### config.mk
export PLATFORM = sky130hd
export DESIGN_NAME = sorted_table_insert_delete
export DESIGN_NICKNAME = d
export VERILOG_FILES = /design/src/hw/rtl/sti_pkg.sv /design/src/hw/rtl/sti_cell.sv /design/src/hw/rtl/sorted_table_insert_delete.sv
export SDC_FILE = /design/constraint.sdc
export NUM_CORES = 2
export LEC_CHECK = 0
export BUFFER_PORTS_ARGS = -buffer_cell sky130_fd_sc_hd__buf_2
export CORE_ASPECT_RATIO = 1.25
export CORE_MARGIN = 2
export CORE_UTILIZATION = 40
export CTS_CLUSTER_SIZE = 16
export DETAILED_ROUTE_END_ITERATION = 16
export GPL_TIMING_DRIVEN = 0
export PLACE_DENSITY = 0.65
export RECOVER_POWER = 50
export SLEW_MARGIN = 30
export SYNTH_ARGS = -nofsm -noshare
export SYNTH_HDL_FRONTEND = slang
export SYNTH_SLANG_ARGS = --single-unit
### constraint.sdc
create_clock -name aclk -period 11.05 [get_ports aclk]
set_input_delay 2.21 -clock aclk [delete_from_list [all_inputs] [get_ports aclk]]
set_output_delay 2.21 -clock aclk [all_outputs]
set_load 0.01 [all_outputs]
### src/hw/rtl/sti_pkg.sv
// Shared types, codes and sizes for the sorted table insert/delete block.
package sti_pkg;

    // Table size and derived widths.
    localparam int DEPTH = 16;
    localparam int IDX_W = (DEPTH > 1) ? $clog2(DEPTH) : 1;
    localparam int CNT_W = $clog2(DEPTH + 1);

    // Fixed widths of the request and result fields.
    localparam int OP_W      = 2;
    localparam int DATA_W    = 32;
    localparam int INDEX_W   = 4;
    localparam int STATUS_W  = 2;
    localparam int COUNT_F_W = 5;
    localparam int POS_W     = 4;

    // Operation codes.
    localparam logic [OP_W-1:0] OP_INSERT = 2'd0;
    localparam logic [OP_W-1:0] OP_DELETE = 2'd1;
    localparam logic [OP_W-1:0] OP_READ   = 2'd2;

    // Status codes.
    localparam logic [STATUS_W-1:0] ST_OK     = 2'd0;
    localparam logic [STATUS_W-1:0] ST_FULL   = 2'd1;
    localparam logic [STATUS_W-1:0] ST_ABSENT = 2'd2;
    localparam logic [STATUS_W-1:0] ST_RANGE  = 2'd3;

    typedef struct packed {
        logic [OP_W-1:0]           opcode;
        logic signed [DATA_W-1:0]  value;
        logic [INDEX_W-1:0]        index;
    } req_t;

    typedef struct packed {
        logic [STATUS_W-1:0]       status;
        logic [COUNT_F_W-1:0]      entry_count;
        logic signed [DATA_W-1:0]  read_value;
        logic [POS_W-1:0]          position;
    } res_t;

    // Command broadcast to every cell of the row.
    typedef struct packed {
        logic                      ins_en;
        logic                      del_en;
        logic signed [DATA_W-1:0]  value;
    } bcast_t;

    // Where a cell sits relative to the current fill level.
    typedef struct packed {
        logic live;        // slot holds a valid entry
        logic at_count;    // slot is the first free one
        logic right_live;  // next slot up holds a valid entry
    } cell_pos_t;

    // Compare flags a cell reports to its right neighbor and to the top.
    typedef struct packed {
        logic gt;        // live entry greater than the value
        logic eq;        // live entry equal to the value
        logic ins_here;  // value lands in this slot on insert
        logic del_here;  // first equal entry sits in this slot
    } cell_stat_t;

endpackage

### src/hw/rtl/sti_cell.sv
// One slot of the sorted table: holds an entry, compares it, and shifts.
module sti_cell (
    input  logic                              aclk,
    input  sti_pkg::bcast_t                   bc,
    input  sti_pkg::cell_pos_t                pos,
    input  logic signed [sti_pkg::DATA_W-1:0] left_entry,
    input  logic signed [sti_pkg::DATA_W-1:0] right_entry,
    input  sti_pkg::cell_stat_t               left_stat,
    output logic signed [sti_pkg::DATA_W-1:0] entry,
    output sti_pkg::cell_stat_t               stat
);

    logic signed [sti_pkg::DATA_W-1:0] entry_reg;
    logic signed [sti_pkg::DATA_W-1:0] entry_next;
    logic                              ge;

    always_comb begin
        stat.gt       = pos.live && (entry_reg > bc.value);
        stat.eq       = pos.live && (entry_reg == bc.value);
        ge            = pos.live && (entry_reg >= bc.value);
        stat.ins_here = !left_stat.gt && (stat.gt || pos.at_count);
        stat.del_here = stat.eq && !left_stat.eq;
    end

    // Insert: larger entries move up one slot, the first of them is replaced by the value.
    // Delete: every entry from the match upward takes its right neighbor's entry.
    always_comb begin
        entry_next = entry_reg;
        if (bc.ins_en) begin
            if (left_stat.gt) begin
                entry_next = left_entry;
            end else if (stat.ins_here) begin
                entry_next = bc.value;
            end
        end else if (bc.del_en) begin
            if (ge && pos.right_live) begin
                entry_next = right_entry;
            end
        end
    end

    always_ff @(posedge aclk) begin
        entry_reg <= entry_next;
    end

    assign entry = entry_reg;

endmodule

### src/hw/rtl/sorted_table_insert_delete.sv
// Top level of the sorted table: a row of compare-and-shift cells plus result register.
//
//   Channel  Direction  Handshake          Payload
//   s_       in         s_valid/s_ready    s_req (opcode, value, index)
//   m_       out        m_valid/m_ready    m_res (status, entry_count, read_value, position)
//
// Each request is handled at its accepting edge: all cells compare their entry with
// the value in parallel and shift in place, and the result is captured in the output
// register. A new request is taken at every edge at which the output register is empty
// or being drained, so the block sustains one request per cycle while m_ready is high.
// Reset clears the entry count and the output valid; the table contents need no clearing.
// A stalled result holds s_ready low until m_ready takes it.
module sorted_table_insert_delete (
    input  logic          aclk,
    input  logic          aresetn,
    input  logic          s_valid,
    output logic          s_ready,
    input  sti_pkg::req_t s_req,
    output logic          m_valid,
    input  logic          m_ready,
    output sti_pkg::res_t m_res
);

    localparam int DEPTH = sti_pkg::DEPTH;

    // Fill level of the table.
    logic [sti_pkg::CNT_W-1:0] count_reg;
    logic [sti_pkg::CNT_W-1:0] count_next;

    // Output register.
    logic          m_valid_reg;
    logic          m_valid_next;
    sti_pkg::res_t m_res_reg;
    sti_pkg::res_t m_res_next;

    logic accept;
    logic is_insert;
    logic is_delete;
    logic is_read;
    logic full;
    logic found;

    sti_pkg::bcast_t                   bc;
    sti_pkg::cell_pos_t                cpos  [DEPTH];
    sti_pkg::cell_stat_t               cstat [DEPTH];
    logic signed [sti_pkg::DATA_W-1:0] centry[DEPTH];

    logic [sti_pkg::IDX_W-1:0]         ins_pos;
    logic [sti_pkg::IDX_W-1:0]         del_pos;
    logic signed [sti_pkg::DATA_W-1:0] rd_data;
    logic                              rd_ok;

    // The output register frees up in the same cycle that its result is taken.
    assign s_ready = !m_valid_reg || m_ready;
    assign accept  = s_valid && s_ready;

    assign is_insert = (s_req.opcode == sti_pkg::OP_INSERT);
    assign is_delete = (s_req.opcode == sti_pkg::OP_DELETE);
    assign is_read   = (s_req.opcode == sti_pkg::OP_READ);
    assign full      = (int'(count_reg) >= DEPTH);

    // Each cell learns where it sits relative to the fill level.
    always_comb begin
        for (int i = 0; i < DEPTH; i++) begin
            cpos[i].live       = (int'(count_reg) > i);
            cpos[i].at_count   = (int'(count_reg) == i);
            cpos[i].right_live = (int'(count_reg) > i + 1);
        end
    end

    // A delete only proceeds when some live entry matches the value.
    always_comb begin
        found = 1'b0;
        for (int i = 0; i < DEPTH; i++) begin
            found = found | cstat[i].eq;
        end
    end

    assign bc.ins_en = accept && is_insert && !full;
    assign bc.del_en = accept && is_delete && found;
    assign bc.value  = s_req.value;

    // The row of cells. Cell 0 has no left neighbor and the top cell has no right one.
    for (genvar g = 0; g < DEPTH; g++) begin : g_cell
        logic signed [sti_pkg::DATA_W-1:0] left_entry;
        logic signed [sti_pkg::DATA_W-1:0] right_entry;
        sti_pkg::cell_stat_t               left_stat;

        if (g == 0) begin : g_first
            assign left_entry = '0;
            assign left_stat  = '0;
        end else begin : g_mid
            assign left_entry = centry[g-1];
            assign left_stat  = cstat[g-1];
        end

        if (g == DEPTH - 1) begin : g_last
            assign right_entry = '0;
        end else begin : g_inner
            assign right_entry = centry[g+1];
        end

        sti_cell u_cell (
            .aclk        (aclk),
            .bc          (bc),
            .pos         (cpos[g]),
            .left_entry  (left_entry),
            .right_entry (right_entry),
            .left_stat   (left_stat),
            .entry       (centry[g]),
            .stat        (cstat[g])
        );
    end

    // When the table has room exactly one cell raises ins_here, and at most one cell
    // raises del_here, so the slot number is an OR of the indexes of the flagged cells.
    always_comb begin
        ins_pos = '0;
        del_pos = '0;
        for (int i = 0; i < DEPTH; i++) begin
            if (cstat[i].ins_here) begin
                ins_pos = ins_pos | sti_pkg::IDX_W'(i);
            end
            if (cstat[i].del_here) begin
                del_pos = del_pos | sti_pkg::IDX_W'(i);
            end
        end
    end

    // Indexed read; only slots reachable by the index field can be selected.
    always_comb begin
        rd_data = '0;
        for (int i = 0; i < DEPTH; i++) begin
            if (int'(s_req.index) == i) begin
                rd_data = centry[i];
            end
        end
        rd_ok = (int'(s_req.index) < int'(count_reg)) && (int'(s_req.index) < DEPTH);
    end

    // Next fill level and the result of the request being accepted.
    always_comb begin
        count_next             = count_reg;
        m_res_next.status      = sti_pkg::ST_OK;
        m_res_next.read_value  = '0;
        m_res_next.position    = '0;
        if (bc.ins_en) begin
            count_next = count_reg + 1'b1;
        end else if (bc.del_en) begin
            count_next = count_reg - 1'b1;
        end

        priority if (is_insert) begin
            if (full) begin
                m_res_next.status = sti_pkg::ST_FULL;
            end else begin
                m_res_next.position = sti_pkg::POS_W'(ins_pos);
            end
        end else if (is_delete) begin
            if (!found) begin
                m_res_next.status = sti_pkg::ST_ABSENT;
            end else begin
                m_res_next.position = sti_pkg::POS_W'(del_pos);
            end
        end else if (is_read) begin
            if (rd_ok) begin
                m_res_next.read_value = rd_data;
            end else begin
                m_res_next.status = sti_pkg::ST_RANGE;
            end
        end else begin
            // Unknown opcode: nothing changes, only the count is reported.
            m_res_next.status = sti_pkg::ST_OK;
        end
        m_res_next.entry_count = sti_pkg::COUNT_F_W'(count_next);
    end

    always_comb begin
        m_valid_next = m_valid_reg;
        if (accept) begin
            m_valid_next = 1'b1;
        end else if (m_ready) begin
            m_valid_next = 1'b0;
        end
    end

    always_ff @(posedge aclk) begin
        if (!aresetn) begin
            count_reg   <= '0;
            m_valid_reg <= 1'b0;
        end else begin
            count_reg   <= count_next;
            m_valid_reg <= m_valid_next;
        end
    end

    always_ff @(posedge aclk) begin
        if (accept) begin
            m_res_reg <= m_res_next;
        end
    end

    assign m_valid = m_valid_reg;
    assign m_res   = m_res_reg;

    // The fill level never passes the table size.
    assert property (@(posedge aclk) disable iff (!aresetn)
        int'(count_reg) <= DEPTH)
        else $error("entry count exceeds table size");

    // An accepted insert into a table with room grows the count by one.
    assert property (@(posedge aclk) disable iff (!aresetn)
        (accept && is_insert && !full) |=> (count_reg == $past(count_reg) + 1'b1))
        else $error("insert did not grow the count");

    // A delete of an absent value leaves the count alone.
    assert property (@(posedge aclk) disable iff (!aresetn)
        (accept && is_delete && !found) |=> (count_reg == $past(count_reg)))
        else $error("failed delete changed the count");

    // A nonzero read value only comes with a successful result.
    assert property (@(posedge aclk) disable iff (!aresetn)
        (m_valid && (m_res.read_value != '0)) |-> (m_res.status == sti_pkg::ST_OK))
        else $error("read value returned with an error status");

endmodule
# == Word level (Yosys, flattened, before mapping) ==
# Index checks and enable logic that the tools add are counted.
# classes
n_addsub,2
n_eq_ne,64
order_cmp,51
n_mux,139
n_reduce_logical,186
bitwise_logic,17
# op_table
cell,n
32-bit two-way mux,95
32-bit equality test,16
32-bit greater-or-equal comparator,16
32-bit > comparator,16
1-bit logical AND,99
4-bit two-way mux,20
3-bit AND reduction,16
3-bit by 1-bit != test with 1-bit output (second input constant),15
5-bit equality test (second input constant),8
5-bit by 4-bit > comparator with 1-bit output (second input constant),8
2-bit nonzero test,18
4-bit equality test (second input constant),8
1-bit logical NOT,32
3-bit two-way mux,8
5-bit by 4-bit equality test with 1-bit output (second input constant),4
5-bit by 3-bit > comparator with 1-bit output (second input constant),4
2-bit two-way mux,9
1-bit logical OR,17
4-bit by 3-bit equality test with 1-bit output (second input constant),4
1-bit bitwise OR,15
5-bit by 3-bit equality test with 1-bit output (second input constant),2
5-bit by 1-bit > comparator with 1-bit output (second input constant),2
5-bit by 2-bit > comparator with 1-bit output (second input constant),2
5-bit two-way mux,2
17 further kinds,23
# word_totals
out_inout_bits,45
regBits,561
elab_cells,481
inputBits,42

# == Longest topological paths before layout ==
# depth
word_depth,22
ltp_mapped,13
mapped_depth_nobuf,11

# == Modules after synthesis ==
# A second synthesis with hierarchy kept.
# unflattened
cells_unflattened,5241
hier_area_um2,48053.6
# modules_own_cells
module,n_inst,seq_area_each_um2,area_each_um2,cells_each
sti_cell (g_cell[0].u_cell ...),14,960.9,2552.4,272
sorted_table_insert_delete,1,1411.4,7279.5,899
sti_cell (g_cell[8].u_cell ...),2,960.9,2519.9,267

# == Worst setup path after synthesis ==
# No wires, ideal clock.
# synth_timing
kind,input port to flip-flop
startpoint,input s_req[18] in the netlist's numbering
endpoint,"register g_cell[4].u_cell.entry_reg, in the netlist g_cell[4].u_cell.entry[0] (enable)"
stages,11
slack_ns,3.484
required_ns,10.580
path_buffers,1
arrival_time_ns,7.096
setup_time_ns,0.470
path_cell_list,inv_1 > ha_1 > nand4_2 > or4_1 > or4_1 > buf_2 > o221ai_2 > nor4_2 > a21oi_2 > nand2_1 > o31ai_1
# synth_via
elab_chain_cells,20
word_cells_on_any_way,62
classes_between,order compare: 3; eq/ne: 17; bitwise: 15; reduce/logical: 27
# synth_lines
item,line,text
start: declaration,sorted_table_insert_delete.sv:18,"input sti_pkg::req_t s_req,"
32-bit equality test,sti_cell.sv:19,stat.eq = pos.live && (entry_reg == bc.value);
1-bit logical AND,sti_cell.sv:19,
1-bit bitwise OR (15 in a row),sorted_table_insert_delete.sv:75,found = found | cstat[i].eq;
1-bit logical AND,sorted_table_insert_delete.sv:80,assign bc.del_en = accept && is_delete && found;
2-bit nonzero test (no source line),-,
3-bit AND reduction (no source line) (*),-,
end signal: assignment,sti_cell.sv:43,entry_reg <= entry_next;
end: declaration,sti_cell.sv:13,logic signed [sti_pkg::DATA_W-1:0] entry_reg;
# Every way passes the cells marked *; elsewhere a longest branch is shown, timed or not.
# A chain may end at the register's enable or synchronous reset.

# == Worst setup path in the final report ==
# layout_timing
startpoint,input s_req[12] in the netlist's numbering
endpoint,"register g_cell[3].u_cell.entry_reg, in the netlist g_cell[3].u_cell.entry[19] (enable)"
# layout_via
elab_chain_cells,20
word_cells_on_any_way,62
classes_between,order compare: 3; eq/ne: 17; bitwise: 15; reduce/logical: 27
# layout_lines
item,line
32-bit equality test,sti_cell.sv:19
1-bit logical AND,sti_cell.sv:19
1-bit bitwise OR (15 in a row),sorted_table_insert_delete.sv:75
1-bit logical AND,sorted_table_insert_delete.sv:80
2-bit nonzero test (no source line),-
3-bit AND reduction (no source line) (*),-
end signal: assignment,sti_cell.sv:43
end: declaration,sti_cell.sv:13
# Marks and branches as above.

==> results.sh <==
export IMPL_crit_fanout=32
export IMPL_drt_vias_per_instance=6.61
export IMPL_worstSetupStartpointType="input port"
export IMPL_grt_pass1_wl_um=288000
export IMPL_numPortBuffers=86
export IMPL_outcome="finished, violations left"
export IMPL_largest_register_ffs=512
export IMPL_violations="max-capacitance violations, max-slew violations"
export IMPL_antenna_found_initial=12
export IMPL_cts_resized=0
export IMPL_core_area_um2=110000
export IMPL_fillCellCount=10800
export IMPL_cts_hold_buf=0
export IMPL_critPathCaptureType="register"
export IMPL_syn_nets=5274
export IMPL_clk_path_buf_depth=3
export IMPL_drt_iter0_drc=5471
export IMPL_cts_tree="yes"
export IMPL_ff_latch_area_um2=16800
export IMPL_p_per_area_nw_per_um2=112
export IMPL_ioPinCount=87
export IMPL_vdd_drop_max_v=0.000103
export IMPL_grt_usage_pct=35.6
export IMPL_drc=0
export IMPL_final_nets=5450
export IMPL_skew_ps=31.0
export IMPL_hold_viol_final=0
export IMPL_required_ps=11310
export IMPL_layout_cells_non_filler=6391
export IMPL_ant_nets=0
export IMPL_grt_pass1_vias=40700
export IMPL_fmax_mhz=107
export IMPL_clock_latency_ps=660
export IMPL_drv_cap=3
export IMPL_grt_max_degree=46
export IMPL_dr_pass1_iters=6
export IMPL_cts_made_buffers=67
export IMPL_dp_cells=6267
export IMPL_fin_area_um2=49400
export IMPL_place_gp_congestion=1.09
export IMPL_wl_per_cell_um=32.1
export IMPL_slowest_stage="a211oi_1"
export IMPL_worstPathArrival_ps=9580
export IMPL_cts_root_buffer="clkbuf_16"
export IMPL_yosys_most_used_dff="edfxtp_1"
export IMPL_post_route_period_util_pct=84.4
export IMPL_vias=42200
export IMPL_power_total_mw=5.52
export IMPL_layout_setup_ws_ps=1730
export IMPL_synth_edff_count=555
export IMPL_post_place_ws_ps=3130
export IMPL_worstHoldPathType="reg2reg"
export IMPL_syn_mean_instance_area_um2=9.40
export IMPL_post_route_min_period_ps=9320
export IMPL_relSlewSlack_pct=-102
export IMPL_leakagePower_nw=19.2
export IMPL_final_setup_viol_count=0
export IMPL_layout_drive_gt1_share_pct=6.38
export IMPL_netlist_instances=4711
export IMPL_ys_ff_latch=561
export IMPL_final_max_slew_viol_count=66
export IMPL_fp_dieH_um=376
export IMPL_wirelength_um=205000
export IMPL_postCtsSetupBuffers=0
export IMPL_clkTransAtPathRegs_ps=60
export IMPL_synthArstFlopShare_pct=0
export IMPL_rsz0062_at_grt="no"
export IMPL_crit_type="in2reg"
export IMPL_yosys_warnings=0
export IMPL_fp_dieW_um=302
export IMPL_dp_hpwl_um=165000
export IMPL_multi_input_area_um2=26300
export IMPL_synth_distinct_cells=84
export IMPL_htree_levels=3
export IMPL_dpl_cell_area_um2=47200
export IMPL_cpPeakStageDelay_ps=1580
export IMPL_syn_to_final_growth_pct=11.4
export IMPL_rows=136
export IMPL_seq_area_frac_synth_pct=37.9
export IMPL_initial_utilization_pct=40.3
export IMPL_worst_slew_pin_slew_ps=3030
export IMPL_syn_area_um2=44300
export IMPL_die_area_um2=113000
export IMPL_cts_sinks=561
export IMPL_grt_ovfl_total=0
export IMPL_crit_chain="clkbuf_1 -> clkinv_1 -> ha_1 -> nand2_1 -> nor3_1 -> nand4_1 -> o2111ai_1 -> nor4_1 -> a211oi_1 -> buf_2 -> a31o_2"
stage by stage:
step	TNS [ps]	hold WS [ps]	util (%)
after floorplan	0	540	-
after global placement	-22420	514	42.3
after detailed placement	0	540	43.0
after CTS	0	550	45.0
after global routing	0	595	44.9
final	0	551	44.9
Yosys cell counts, types with 19 or more instances:
| cell type | count | area (um2) |
|---|---|---|
| nand2_1 | 743 | 2790 |
| o21ai_0 | 611 | 3060 |
| edfxtp_1 | 555 | 16700 |
| ha_1 | 521 | 6520 |
| mux2i_1 | 437 | 4370 |
| a21oi_1 | 298 | 1490 |
| clkbuf_1 | 236 | 886 |
| nor2_1 | 209 | 785 |
| nand4_1 | 117 | 732 |
| nand3_1 | 99 | 495 |
| inv_1 | 79 | 297 |
| a31oi_1 | 49 | 307 |
| nor3_1 | 47 | 235 |
| a22oi_1 | 45 | 338 |
| mux2_2 | 45 | 507 |
| a21o_1 | 40 | 300 |
| buf_2 | 35 | 175 |
| a221oi_1 | 29 | 254 |
| o211ai_1 | 28 | 210 |
| nand2b_1 | 26 | 163 |
| nor2b_1 | 26 | 163 |
| a211oi_1 | 23 | 173 |
| nor4_1 | 23 | 144 |
| o21ai_1 | 21 | 105 |
| o22ai_1 | 21 | 131 |
| o21a_1 | 20 | 150 |
| o31ai_1 | 19 | 143 |
placed cells by master, fill, tap and decap left out, drive strengths merged, types with 18 or more instances in the layout:
cell type,Yosys,final
nand2,743,743
o21ai,632,632
edfxtp,555,555
ha,521,521
mux2i,438,438
clkbuf,236,378
a21oi,299,299
nor2,210,210
nand4,118,118
nand3,99,99
buf,46,98
inv,79,73
a31oi,49,49
nor3,48,48
mux2,45,45
a22oi,45,45
a21o,40,40
a221oi,29,29
o211ai,28,28
nand2b,26,26
nor2b,26,26
clkinv,0,26
nor4,25,25
a211oi,24,24
o22ai,21,21
o21a,20,20
o31ai,19,19
and3,18,18
per-layer routing:
| layer | global-route usage (%) | part of all wire (%) |
|---|---|---|
| met1 | 41.3 | 35 |
| met2 | 55.2 | 44 |
| met3 | 6.38 | 9.1 |
| met4 | 33.8 | 11 |
| met5 | 0 | 0.0063 |
critical path, delay by kind of cell:
kind,cells,cell delay [ps]
AO/OA/AOI/OAI,3,3060
AND/OR/NAND/NOR,4,1480
buffers and inverters,3,2090
adder cells (fa/ha/maj),1,680
kinds of logic (layout without fill, tap and decap cells):
group           after synthesis  after routing  synth area share (%)
fa+ha+maj                   521            521                  14.7
flops                       561            561                  37.9
mux                         487            487                  11.3
simple gates               1401           1401                  14.3
xor+xnor                      8              8                 0.158
other cells                   0              8                     0
buf+inv                     361            584                  3.16
compound gates             1372           1372                  18.5
area by class of cell:
type / instances / area share, %
Antenna cell: 8 / 0.0406
Clock buffer: 87 / 3.74
Clock inverter: 29 / 0.679
Inverter: 79 / 0.603
Sequential cell: 561 / 34.0
Tap cell: 1449 / 3.67
Buffer: 282 / 2.28
Timing Repair Buffer: 107 / 1.66
Multi-Input combinational cell: 3789 / 53.3
where the power goes:
| part | leakage (nW) | total (mW) | internal (mW) | switching (mW) |
|---|---|---|---|---|
| combinational | 13.0 | 0.820 | 0.241 | 0.579 |
| sequential | 5.10 | 2.36 | 2.35 | 0.0142 |
| clock | 1.07 | 2.34 | 1.36 | 0.980 |
path summary, 6_finish.rpt:
path / start / to / slack (ps) / cells after the start
hold / removal: m_valid / m_valid / 550 / 2
setup reg to reg: m_valid / g_cell[10].u_cell.entry[8] / 4300 / 11
hold reg to reg: m_valid / m_valid / 550 / 2
setup / recovery: s_req[12] / g_cell[3].u_cell.entry[19] / 1730 / 11
(Power assumes the default switching activity.)
